File: config.mk
export PLATFORM = sky130hd
export DESIGN_NAME = differential_wheel_odometry
export DESIGN_NICKNAME = d
export VERILOG_FILES = /design/src/hw/rtl/dwo_pkg.sv /design/src/hw/rtl/dwo_result.sv /design/src/hw/rtl/differential_wheel_odometry.sv
export VERILOG_INCLUDE_DIRS = /design/src /design/src/hw/rtl
export SDC_FILE = /design/constraint.sdc
export NUM_CORES = 2
export LEC_CHECK = 0
export BUFFER_PORTS_ARGS = -buffer_cell sky130_fd_sc_hd__buf_2
export CAP_MARGIN = 30
export CELL_PAD_IN_SITES_DETAIL_PLACEMENT = 1
export CELL_PAD_IN_SITES_GLOBAL_PLACEMENT = 2
export CORE_ASPECT_RATIO = 1.25
export CORE_MARGIN = 2
export CORE_UTILIZATION = 44
export CTS_BUF_LIST = sky130_fd_sc_hd__clkbuf_16
export DETAILED_ROUTE_END_ITERATION = 8
export MAX_ROUTING_LAYER = met4
export PLACE_DENSITY = 0.85
export SETUP_SLACK_MARGIN = 0.15
export SLEW_MARGIN = 25
export SYNTH_ARGS = -nofsm -noshare
export SYNTH_HDL_FRONTEND = slang
export SYNTH_HIERARCHICAL = 1
export SYNTH_SLANG_ARGS = --single-unit
File: constraint.sdc
create_clock -name clk_i -period 10.93 [get_ports clk_i]
set_clock_uncertainty 0.1 [all_clocks]
set_input_delay 3.279 -clock clk_i [delete_from_list [all_inputs] [get_ports clk_i]]
set_output_delay 3.279 -clock clk_i [all_outputs]
set_load 0.02 [all_outputs]
File: src/hw/rtl/assert_macros.svh
// ----------------------------------------------------------------------------
// assert_macros.svh
// Concurrent assertion helpers shared by the odometry RTL; empty under SYNTH.
// ----------------------------------------------------------------------------
`ifndef ASSERT_MACROS_SVH
`define ASSERT_MACROS_SVH

`ifndef SYNTH
// Property must hold at every clock edge outside reset.
`define DWO_ASSERT(lbl, clk, rst_n, prop) \
  lbl: assert property (@(posedge clk) disable iff (!rst_n) (prop)) \
    else $error("odometry assertion failed");
// Condition must never be seen outside reset.
`define DWO_NEVER(lbl, clk, rst_n, cond) \
  lbl: assert property (@(posedge clk) disable iff (!rst_n) !(cond)) \
    else $error("odometry forbidden condition");
`else
`define DWO_ASSERT(lbl, clk, rst_n, prop)
`define DWO_NEVER(lbl, clk, rst_n, cond)
`endif

`endif

File: src/hw/rtl/dwo_pkg.sv
// ----------------------------------------------------------------------------
// dwo_pkg
// Types and constants for the differential wheel odometry block.
// ----------------------------------------------------------------------------
package dwo_pkg;

  localparam int RPM_COUNT_BITS_DEF = 16;

  localparam int CLICK_W  = 9;   // signed distance counters
  localparam int TOTAL_W  = 8;
  localparam int SUM_W    = 10;  // left +/- right
  localparam int DIST_W   = 25;
  localparam int ANGLE_W  = 26;
  localparam int RPM_W    = 24;
  localparam int TRIG_W   = 8;
  localparam int SCALE_W  = 16;
  localparam int RSCALE_W = 8;
  localparam int APB_AW   = 4;
  localparam int APB_DW   = 32;

  localparam int RPM_MAX = 8388607;
  localparam int RPM_MIN = -8388608;

  localparam logic [TRIG_W-1:0]   TRIGGER_RST = 8'd2;
  localparam logic [SCALE_W-1:0]  DIST_SCALE_RST = 16'd3430;
  localparam logic [SCALE_W-1:0]  ANGLE_SCALE_RST = 16'd394;
  localparam logic [RSCALE_W-1:0] RPM_SCALE_RST = 8'd10;

  localparam logic REQ_CLICK = 1'b0;
  localparam logic REQ_TICK  = 1'b1;
  localparam logic WHEEL_LEFT = 1'b0;
  localparam logic KIND_POSE = 1'b0;
  localparam logic KIND_RPM  = 1'b1;

  typedef enum logic [1:0] {
    REG_TRIGGER = 2'd0,
    REG_DIST    = 2'd1,
    REG_ANGLE   = 2'd2,
    REG_RPM     = 2'd3
  } reg_idx_e;

  // Work handed from the counter stage to the result stage.
  typedef struct packed {
    logic                    kind;
    logic signed [SUM_W-1:0] click_sum;
    logic signed [SUM_W-1:0] click_diff;
  } dwo_work_t;

endpackage

File: src/hw/rtl/dwo_result.sv
// ----------------------------------------------------------------------------
// dwo_result
// Scaling multiplies, halving, rpm saturation and the result register.
// ----------------------------------------------------------------------------
`include "assert_macros.svh"

module dwo_result #(
  parameter int RPM_COUNT_BITS = dwo_pkg::RPM_COUNT_BITS_DEF
) (
  input  logic                             clk_i,
  input  logic                             rst_ni,
  input  logic                             work_valid_i,
  output logic                             work_ready_o,
  input  dwo_pkg::dwo_work_t               work_i,
  input  logic signed [RPM_COUNT_BITS-1:0] left_period_i,
  input  logic signed [RPM_COUNT_BITS-1:0] right_period_i,
  input  logic [dwo_pkg::SCALE_W-1:0]      distance_scale_i,
  input  logic [dwo_pkg::SCALE_W-1:0]      angle_scale_i,
  input  logic [dwo_pkg::RSCALE_W-1:0]     rpm_scale_i,
  output logic                             out_valid_o,
  input  logic                             out_ready_i,
  output logic                             kind_o,
  output logic signed [dwo_pkg::DIST_W-1:0]  distance_o,
  output logic signed [dwo_pkg::ANGLE_W-1:0] angle_o,
  output logic signed [dwo_pkg::RPM_W-1:0]   left_rpm_o,
  output logic signed [dwo_pkg::RPM_W-1:0]   right_rpm_o
);
  import dwo_pkg::*;

  localparam int ProdW = SUM_W + SCALE_W + 1;
  localparam int RpmProdW = (RPM_COUNT_BITS + RSCALE_W + 1 > RPM_W + 1) ?
                            RPM_COUNT_BITS + RSCALE_W + 1 : RPM_W + 1;
  localparam logic signed [RpmProdW-1:0] RpmHi = RpmProdW'(RPM_MAX);
  localparam logic signed [RpmProdW-1:0] RpmLo = RpmProdW'(RPM_MIN);

  logic signed [ProdW-1:0]    dist_prod, dist_adj, ang_prod;
  logic signed [RpmProdW-1:0] lprod, rprod;
  logic signed [RPM_W-1:0]    lrpm, rrpm;
  logic                       load;

  logic                       out_valid_q;
  logic                       kind_q;
  logic signed [DIST_W-1:0]   distance_q, distance_d;
  logic signed [ANGLE_W-1:0]  angle_q, angle_d;
  logic signed [RPM_W-1:0]    left_rpm_q, left_rpm_d, right_rpm_q, right_rpm_d;

  assign work_ready_o = !out_valid_q || out_ready_i;
  assign load = work_valid_i && work_ready_o;

  assign dist_prod = work_i.click_sum * $signed({1'b0, distance_scale_i});
  assign ang_prod  = work_i.click_diff * $signed({1'b0, angle_scale_i});
  // halve rounding toward zero: bias negatives by one before the shift
  assign dist_adj  = dist_prod + $signed({{(ProdW-1){1'b0}}, dist_prod[ProdW-1]});

  assign lprod = left_period_i * $signed({1'b0, rpm_scale_i});
  assign rprod = right_period_i * $signed({1'b0, rpm_scale_i});

  always_comb begin
    if (lprod > RpmHi) begin
      lrpm = RpmHi[RPM_W-1:0];
    end else if (lprod < RpmLo) begin
      lrpm = RpmLo[RPM_W-1:0];
    end else begin
      lrpm = lprod[RPM_W-1:0];
    end
    if (rprod > RpmHi) begin
      rrpm = RpmHi[RPM_W-1:0];
    end else if (rprod < RpmLo) begin
      rrpm = RpmLo[RPM_W-1:0];
    end else begin
      rrpm = rprod[RPM_W-1:0];
    end
  end

  always_comb begin
    distance_d  = '0;
    angle_d     = '0;
    left_rpm_d  = '0;
    right_rpm_d = '0;
    if (work_i.kind == KIND_RPM) begin
      left_rpm_d  = lrpm;
      right_rpm_d = rrpm;
    end else begin
      distance_d = dist_adj[DIST_W:1];
      angle_d    = ang_prod[ANGLE_W-1:0];
    end
  end

  always_ff @(posedge clk_i or negedge rst_ni) begin
    if (!rst_ni) begin
      out_valid_q <= 1'b0;
    end else if (load) begin
      out_valid_q <= 1'b1;
    end else if (out_ready_i) begin
      out_valid_q <= 1'b0;
    end
  end

  always_ff @(posedge clk_i) begin
    if (load) begin
      kind_q      <= work_i.kind;
      distance_q  <= distance_d;
      angle_q     <= angle_d;
      left_rpm_q  <= left_rpm_d;
      right_rpm_q <= right_rpm_d;
    end
  end

  assign out_valid_o = out_valid_q;
  assign kind_o      = kind_q;
  assign distance_o  = distance_q;
  assign angle_o     = angle_q;
  assign left_rpm_o  = left_rpm_q;
  assign right_rpm_o = right_rpm_q;

  logic rpm_shown, pose_shown;
  assign rpm_shown  = out_valid_q && kind_q == KIND_RPM;
  assign pose_shown = out_valid_q && kind_q == KIND_POSE;

  `DWO_ASSERT(a_rpm_no_pose, clk_i, rst_ni, rpm_shown |-> (distance_q == '0 && angle_q == '0))
  `DWO_ASSERT(a_pose_no_rpm, clk_i, rst_ni, pose_shown |-> (left_rpm_q == '0 && right_rpm_q == '0))
  `DWO_ASSERT(a_load_shows, clk_i, rst_ni, load |=> out_valid_q)

endmodule

File: src/hw/rtl/differential_wheel_odometry.sv
// ----------------------------------------------------------------------------
// differential_wheel_odometry
// Encoder click / sample tick counters producing pose updates and rpm reports.
// ----------------------------------------------------------------------------
//  channel  | signals                                   | direction
//  ---------+-------------------------------------------+----------
//  request  | in_valid_i/in_ready_o, req_type, wheel,   | in
//           | forward                                   |
//  result   | out_valid_o/out_ready_i, kind, distance,  | out
//           | angle, left_rpm, right_rpm                |
//  config   | APB psel/penable/pwrite/paddr/pwdata      | in/out
//
//  One beat per cycle in while in_ready_o is high; a result passes the work
//  register and then the result register before out_valid_o rises.
//  Counters update at acceptance; the work register then the result register
//  carry the multiplies.
//  Reset clears all counters and loads the default scales; no clearing pass.
//  A stalled result holds both stages; in_ready_o drops only when both are full.
// ----------------------------------------------------------------------------
`include "assert_macros.svh"

module differential_wheel_odometry #(
  parameter int RPM_COUNT_BITS = dwo_pkg::RPM_COUNT_BITS_DEF
) (
  input  logic                         clk_i,
  input  logic                         rst_ni,
  input  logic                         psel,
  input  logic                         penable,
  input  logic                         pwrite,
  input  logic [dwo_pkg::APB_AW-1:0]   paddr,
  input  logic [dwo_pkg::APB_DW-1:0]   pwdata,
  output logic [dwo_pkg::APB_DW-1:0]   prdata,
  output logic                         pready,
  input  logic                         in_valid_i,
  output logic                         in_ready_o,
  input  logic                         req_type_i,
  input  logic                         wheel_i,
  input  logic                         forward_i,
  output logic                         out_valid_o,
  input  logic                         out_ready_i,
  output logic                         kind_o,
  output logic signed [dwo_pkg::DIST_W-1:0]  distance_o,
  output logic signed [dwo_pkg::ANGLE_W-1:0] angle_o,
  output logic signed [dwo_pkg::RPM_W-1:0]   left_rpm_o,
  output logic signed [dwo_pkg::RPM_W-1:0]   right_rpm_o
);
  import dwo_pkg::*;

  localparam logic signed [RPM_COUNT_BITS-1:0] PerMax = {1'b0, {(RPM_COUNT_BITS-1){1'b1}}};
  localparam logic signed [RPM_COUNT_BITS-1:0] PerMin = {1'b1, {(RPM_COUNT_BITS-1){1'b0}}};

  // configuration
  logic [TRIG_W-1:0]   trigger_q;
  logic [SCALE_W-1:0]  dist_scale_q, angle_scale_q;
  logic [RSCALE_W-1:0] rpm_scale_q;
  logic                cfg_wr;
  reg_idx_e            reg_idx;

  assign pready  = 1'b1;
  assign cfg_wr  = psel && penable && pwrite;
  assign reg_idx = reg_idx_e'(paddr[3:2]);

  always_ff @(posedge clk_i or negedge rst_ni) begin
    if (!rst_ni) begin
      trigger_q     <= TRIGGER_RST;
      dist_scale_q  <= DIST_SCALE_RST;
      angle_scale_q <= ANGLE_SCALE_RST;
      rpm_scale_q   <= RPM_SCALE_RST;
    end else if (cfg_wr) begin
      unique case (reg_idx)
        REG_TRIGGER: trigger_q     <= pwdata[TRIG_W-1:0];
        REG_DIST:    dist_scale_q  <= pwdata[SCALE_W-1:0];
        REG_ANGLE:   angle_scale_q <= pwdata[SCALE_W-1:0];
        REG_RPM:     rpm_scale_q   <= pwdata[RSCALE_W-1:0];
        default: ;
      endcase
    end
  end

  always_comb begin
    unique case (reg_idx)
      REG_TRIGGER: prdata = {{(APB_DW-TRIG_W){1'b0}}, trigger_q};
      REG_DIST:    prdata = {{(APB_DW-SCALE_W){1'b0}}, dist_scale_q};
      REG_ANGLE:   prdata = {{(APB_DW-SCALE_W){1'b0}}, angle_scale_q};
      REG_RPM:     prdata = {{(APB_DW-RSCALE_W){1'b0}}, rpm_scale_q};
      default:     prdata = '0;
    endcase
  end

  // counters
  logic signed [CLICK_W-1:0]        left_q, left_d, right_q, right_d;
  logic signed [CLICK_W-1:0]        left_new, right_new, step;
  logic [TOTAL_W-1:0]               total_q, total_d, total_inc;
  logic signed [RPM_COUNT_BITS-1:0] lper_q, lper_d, rper_q, rper_d;
  logic signed [RPM_COUNT_BITS-1:0] lper_bump, rper_bump;

  // work stage
  logic                             work_valid_q, work_valid_d;
  dwo_work_t                        work_q, work_d;
  logic signed [RPM_COUNT_BITS-1:0] wlper_q, wlper_d, wrper_q, wrper_d;
  logic                             res_ready, in_fire, pose_fire;

  assign in_ready_o = !work_valid_q || res_ready;
  assign in_fire    = in_valid_i && in_ready_o;

  assign step      = forward_i ? CLICK_W'(1) : {CLICK_W{1'b1}};
  assign left_new  = (wheel_i == WHEEL_LEFT) ? left_q + step : left_q;
  assign right_new = (wheel_i == WHEEL_LEFT) ? right_q : right_q + step;
  assign total_inc = total_q + TOTAL_W'(1);
  assign pose_fire = total_inc >= trigger_q;

  always_comb begin
    if (forward_i) begin
      lper_bump = (lper_q == PerMax) ? lper_q : lper_q + RPM_COUNT_BITS'(1);
      rper_bump = (rper_q == PerMax) ? rper_q : rper_q + RPM_COUNT_BITS'(1);
    end else begin
      lper_bump = (lper_q == PerMin) ? lper_q : lper_q - RPM_COUNT_BITS'(1);
      rper_bump = (rper_q == PerMin) ? rper_q : rper_q - RPM_COUNT_BITS'(1);
    end
  end

  always_comb begin
    left_d       = left_q;
    right_d      = right_q;
    total_d      = total_q;
    lper_d       = lper_q;
    rper_d       = rper_q;
    work_valid_d = work_valid_q && !res_ready;
    work_d       = work_q;
    wlper_d      = wlper_q;
    wrper_d      = wrper_q;
    if (in_fire) begin
      if (req_type_i == REQ_TICK) begin
        lper_d           = '0;
        rper_d           = '0;
        work_valid_d     = 1'b1;
        work_d.kind      = KIND_RPM;
        work_d.click_sum = '0;
        work_d.click_diff = '0;
        wlper_d          = lper_q;
        wrper_d          = rper_q;
      end else begin
        if (wheel_i == WHEEL_LEFT) begin
          lper_d = lper_bump;
        end else begin
          rper_d = rper_bump;
        end
        if (pose_fire) begin
          left_d            = '0;
          right_d           = '0;
          total_d           = '0;
          work_valid_d      = 1'b1;
          work_d.kind       = KIND_POSE;
          work_d.click_sum  = {left_new[CLICK_W-1], left_new} +
                              {right_new[CLICK_W-1], right_new};
          work_d.click_diff = {left_new[CLICK_W-1], left_new} -
                              {right_new[CLICK_W-1], right_new};
        end else begin
          left_d  = left_new;
          right_d = right_new;
          total_d = total_inc;
        end
      end
    end
  end

  always_ff @(posedge clk_i or negedge rst_ni) begin
    if (!rst_ni) begin
      left_q       <= '0;
      right_q      <= '0;
      total_q      <= '0;
      lper_q       <= '0;
      rper_q       <= '0;
      work_valid_q <= 1'b0;
    end else begin
      left_q       <= left_d;
      right_q      <= right_d;
      total_q      <= total_d;
      lper_q       <= lper_d;
      rper_q       <= rper_d;
      work_valid_q <= work_valid_d;
    end
  end

  always_ff @(posedge clk_i) begin
    work_q  <= work_d;
    wlper_q <= wlper_d;
    wrper_q <= wrper_d;
  end

  dwo_result #(
    .RPM_COUNT_BITS(RPM_COUNT_BITS)
  ) u_result (
    .clk_i            (clk_i),
    .rst_ni           (rst_ni),
    .work_valid_i     (work_valid_q),
    .work_ready_o     (res_ready),
    .work_i           (work_q),
    .left_period_i    (wlper_q),
    .right_period_i   (wrper_q),
    .distance_scale_i (dist_scale_q),
    .angle_scale_i    (angle_scale_q),
    .rpm_scale_i      (rpm_scale_q),
    .out_valid_o      (out_valid_o),
    .out_ready_i      (out_ready_i),
    .kind_o           (kind_o),
    .distance_o       (distance_o),
    .angle_o          (angle_o),
    .left_rpm_o       (left_rpm_o),
    .right_rpm_o      (right_rpm_o)
  );

  logic tick_fire, pose_done, work_stall;
  assign tick_fire  = in_fire && req_type_i == REQ_TICK;
  assign pose_done  = in_fire && req_type_i == REQ_CLICK && pose_fire;
  assign work_stall = work_valid_q && !res_ready;

  `DWO_ASSERT(a_tick_clears, clk_i, rst_ni, tick_fire |=> (lper_q == '0 && rper_q == '0))
  `DWO_ASSERT(a_pose_clears, clk_i, rst_ni, pose_done |=> (total_q == '0 && left_q == '0))
  `DWO_ASSERT(a_work_holds, clk_i, rst_ni, work_stall |=> (work_valid_q && $stable(work_q)))
  `DWO_NEVER(a_click_range, clk_i, rst_ni, left_q == 9'h100 || right_q == 9'h100)

endmodule

Yosys cells after proc, flatten, opt, wreduce, memory -nomap -nowiden
Index checks and enable logic that the tools add are counted.
Storage, ports and cells
  bits in registers: 261
Operators by class
  multipliers: 4
  bitwise logic cells: 2
  equal/unequal tests: 12
  magnitude comparators: 5
  $add $sub $neg: 10
  mux-type cells: 27
  reduce and logical (&&, ||, !) cells: 25
Operators by type and width (number)
  two-way mux 16 bit: 10
  one-hot mux 32 bit (4 select lines): 1
  equality test 16 bit, second input constant: 4
  greater-than comparator 25 x 24 -> 1 bit, second input constant: 2
  < comparator 25 x 24 -> 1 bit, second input constant: 2
  multiplier 16 x 9 -> 25 bit: 2
  two-way mux 24 bit: 2
  two-way mux 23 bit: 2
  two-way mux 9 bit: 5
  adder 16 x 2 -> 16 bit, second input constant: 2
  subtractor 16 x 2 -> 16 bit, second input constant: 2
  multiplier 10 x 17 -> 27 bit: 1
  adder 26 x 2 -> 26 bit: 1
  multiplier 10 x 17 -> 26 bit: 1
  two-way mux 21 bit: 1
  adder 9 bit: 2
  AND reduction 2 bit: 7
  inequality test 3 bit, second input constant: 4
  adder 9 x 9 -> 10 bit: 1
  subtractor 9 x 9 -> 10 bit: 1
  adder 8 x 1 -> 8 bit, second input constant: 1
  greater-or-equal comparator 8 bit: 1
  two-way mux 8 bit: 1
  AND reduction 4 bit: 2
  11 further kinds: 27

Longest topological paths before layout
  word-level depth: 7
  mapped depth: 28

Hierarchy
Netlist, hierarchy kept.
By module, submodules not included
  dwo_result: area each 24158.2 µm², seq. area each 3027.9 µm², cells an instance 2636, instances 1
  differential_wheel_odometry: area each 9529.1 µm², seq. area each 4256.6 µm², cells an instance 905, instances 1

Worst setup path before layout
Ideal clock, no wire load.
  path type: input-to-output
  start: input paddr[3] (netlist bit)
  end: output prdata[1] (netlist bit)
  data arrival time: 4.311 ns
  data required time: 7.551 ns
  setup slack: 3.240 ns
  stages: 2
  path through: buf_1 mux4_2
On the way
  cells in the longest elaborated chain, start to end: 2
Ends and longest elaborated chain
  start: declaration: line differential_wheel_odometry.sv:30  | input logic [dwo_pkg::APB_AW-1:0] paddr,
  equality test 2 bit (tied with other cells): line differential_wheel_odometry.sv:81  | unique case (reg_idx)
  one-hot mux 32 bit (4 select lines) *: line differential_wheel_odometry.sv:81
  end: declaration: line differential_wheel_odometry.sv:32  | output logic [dwo_pkg::APB_DW-1:0] prdata,
Mark *: on every way between the ends. The rest lies on a longest branch, timed or not. The select of a mux whose other input is x is not followed.

Worst setup path in the final report
  start: input paddr[3] (netlist bit)
  end: output prdata[10] (netlist bit)
Same word-level chain as after synthesis.

==> flow_metrics.env <==
export IMPL_overflow=0
export IMPL_tns_ps=0
export IMPL_grt_first_pass_wirelength_um=145000
export IMPL_cts_buffers=31
export IMPL_drv_slew=0
export IMPL_drt_total_wl_um=88400
export IMPL_vias=24600
export IMPL_drc=0
export IMPL_die_y_um=313
export IMPL_dpl_hpwl_um=69400
export IMPL_wl_per_cell_um=19.1
export IMPL_cp_arrival_ps=4750
export IMPL_clk_pin_slew_ps=60
export IMPL_start_util=0.444
export IMPL_cap_violations=0
export IMPL_path_class="input pin to output port"
export IMPL_mostFrequentLayoutCell="inv_1"
export IMPL_cts_sinks=260
export IMPL_worst_slack_ps=2800
export IMPL_path_max_fanout=14
export IMPL_synth_edf_count=152
export IMPL_seq_area_frac_synth=0.216
export IMPL_first_iter_violations=1085
export IMPL_start_kind="input pin"
export IMPL_synth_ff_type="edfxtp_1"
export IMPL_hold_violations=0
export IMPL_fillerInstances=8692
export IMPL_worstSkewPairLatency_ps=630
export IMPL_cp_required_ps=7550
export IMPL_cts_tree="yes"
export IMPL_worstMarginPinSlew_ps=1030
export IMPL_antenna_found_initial=5
export IMPL_grt_pass1_vias=27400
export IMPL_cts_resized_gates=0
export IMPL_area_growth_pct=7.70
export IMPL_via_per_inst=5.33
export IMPL_whs_ps=411
export IMPL_final_area_um2=36300
export IMPL_timing_final_crit_share=0.744
export IMPL_setup_viol=0
export IMPL_worstSetupEndpointType="output port"
export IMPL_hold_path_depth=2
export IMPL_gp_congestion=0.840
export IMPL_synth_seq_cells=260
export IMPL_synth_async_reset_ratio=0.415
export IMPL_cts_hold_buf=0
export IMPL_fmax_mhz=123
export IMPL_reg2reg_depth=24
export IMPL_detail_route_first_pass_iterations=5
export IMPL_grt_setup_unrepaired="no"
export IMPL_final_layout_size_suffix_gt1_frac=0.0927
export IMPL_grtUsageTotal=0.238
export IMPL_cts_setup_buffers=0
export IMPL_place_ws_ps=2760
export IMPL_slew_headroom=0.314
export IMPL_synth_area_um2=33700
export IMPL_postRouteAntennaNets=0
export IMPL_die_area_um2=78800
export IMPL_place_area_um2=35200
export IMPL_layout_nets=4405
export IMPL_layout_min_cycle_time_ps=8130
export IMPL_min_path_type="register to register"
export IMPL_syn_inst=3541
export IMPL_ys_warn_count=6
export IMPL_core_region_area_um2=75900
export IMPL_synth_avg_cell_area_um2=9.51
export IMPL_fp_row_count=113
export IMPL_cts_root_buf="clkbuf_16"
export IMPL_ys_types=102
export IMPL_grt_max_degree=68
export IMPL_status="completed"
export IMPL_pin_count=181
export IMPL_htreeDepth=1
export IMPL_numPortBuffers=145
export IMPL_mostFrequentLayoutCells="inv_1 (609), fa_1 (432), nand2_1 (409)"
export IMPL_clk_path_buf_depth=3
export IMPL_die_width_um=251
==> through the flow <==
stage / util / std cells
global route: 0.478 / 4614
finish: 0.478 / 4615
floorplan: - / 3556
global placement: 0.464 / 4554
CTS: 0.478 / 4612
detailed placement: 0.464 / 4554
==> logic make-up after synthesis <==
kind of cell | Yosys count | share of synthesized area
AOI/OAI and AO/OA | 494 | 0.100
xor gates and xnor gates | 150 | 0.0398
adders and majority gates | 749 | 0.374
buffers and inverters | 748 | 0.0860
DFF | 260 | 0.216
muxes | 60 | 0.0226
other | 2 | 0.000223
and+or+nand+nor | 1078 | 0.161
==> worst max-delay path, cell delays in order <==
cell,delay [ps]
buf_2,360
nor2b_1,490
a22o_1,380
buf_2,230
==> final timing paths <==
kind	startpoint	to	slack [ps]
setup / recovery	paddr[3]	prdata[10]	2800
hold / removal	left_q[8]	left_q[8]	410
setup reg to reg	work_q[11]	u_result/distance_o[19]	3180
hold reg to reg	left_q[8]	left_q[8]	410
max in group asynchronous	rst_ni	lper_q[11]	6770
min in group asynchronous	rst_ni	left_q[8]	2610
==> synth_stat cells (all sizes together) (27+ instances only) <==
library cell    n  share of area
a21oi          98          0.015
nand2b         43         0.0080
mux2           46          0.015
dfrtp          94          0.070
xor2           68          0.018
nor3           32         0.0048
nand2         410          0.046
o21ai         137          0.020
buf            27         0.0056
nor2b          45         0.0084
o31ai          33         0.0074
ha            317           0.12
nor2          145          0.016
clkbuf        118          0.013
and2          276          0.051
xnor2          82          0.022
edfxtp        152           0.14
fa            432           0.26
inv           603          0.067
o21a           31         0.0069
a21o           53          0.012
==> layout make-up <==
cell class	count	area, um^2	area share
Multi-Input combinational cell	2548	23600	0.650
Antenna cell	3	7.51	0.000207
Clock buffer	33	826	0.0228
Inverter	603	2260	0.0624
Timing Repair Buffer	166	886	0.0244
Tap cell	977	1220	0.0337
Sequential cell	260	7280	0.201
Clock inverter	25	198	0.00545
==> flip-flops by register name (all words and copies together) (netlist names), 8 cells and up <==
name	flops
u_result/distance_o	25
total_q	8
angle_scale_q	16
u_result/left_rpm_o	24
dist_scale_q	16
rpm_scale_q	8
trigger_q	8
rper_q	16
work_q	20
lper_q	16
right_q	9
u_result/angle_o	26
u_result/right_rpm_o	24
wlper_q	16
wrper_q	16
left_q	9
==> per-layer routing <==
layer	GRT usage	up-vias	part of all wire	wire length [um]
li1	-	11500	-	-
met4	0.0605	0	0.023	2070
met1	0.283	12600	0.42	37200
met3	0.0195	104	0.034	3040
met2	0.434	391	0.52	46100
met5	-	-	0	0
Power is left out: the tool's default activity adds up to more than one toggle a clock period on the data nets, which glitch-free logic cannot reach.
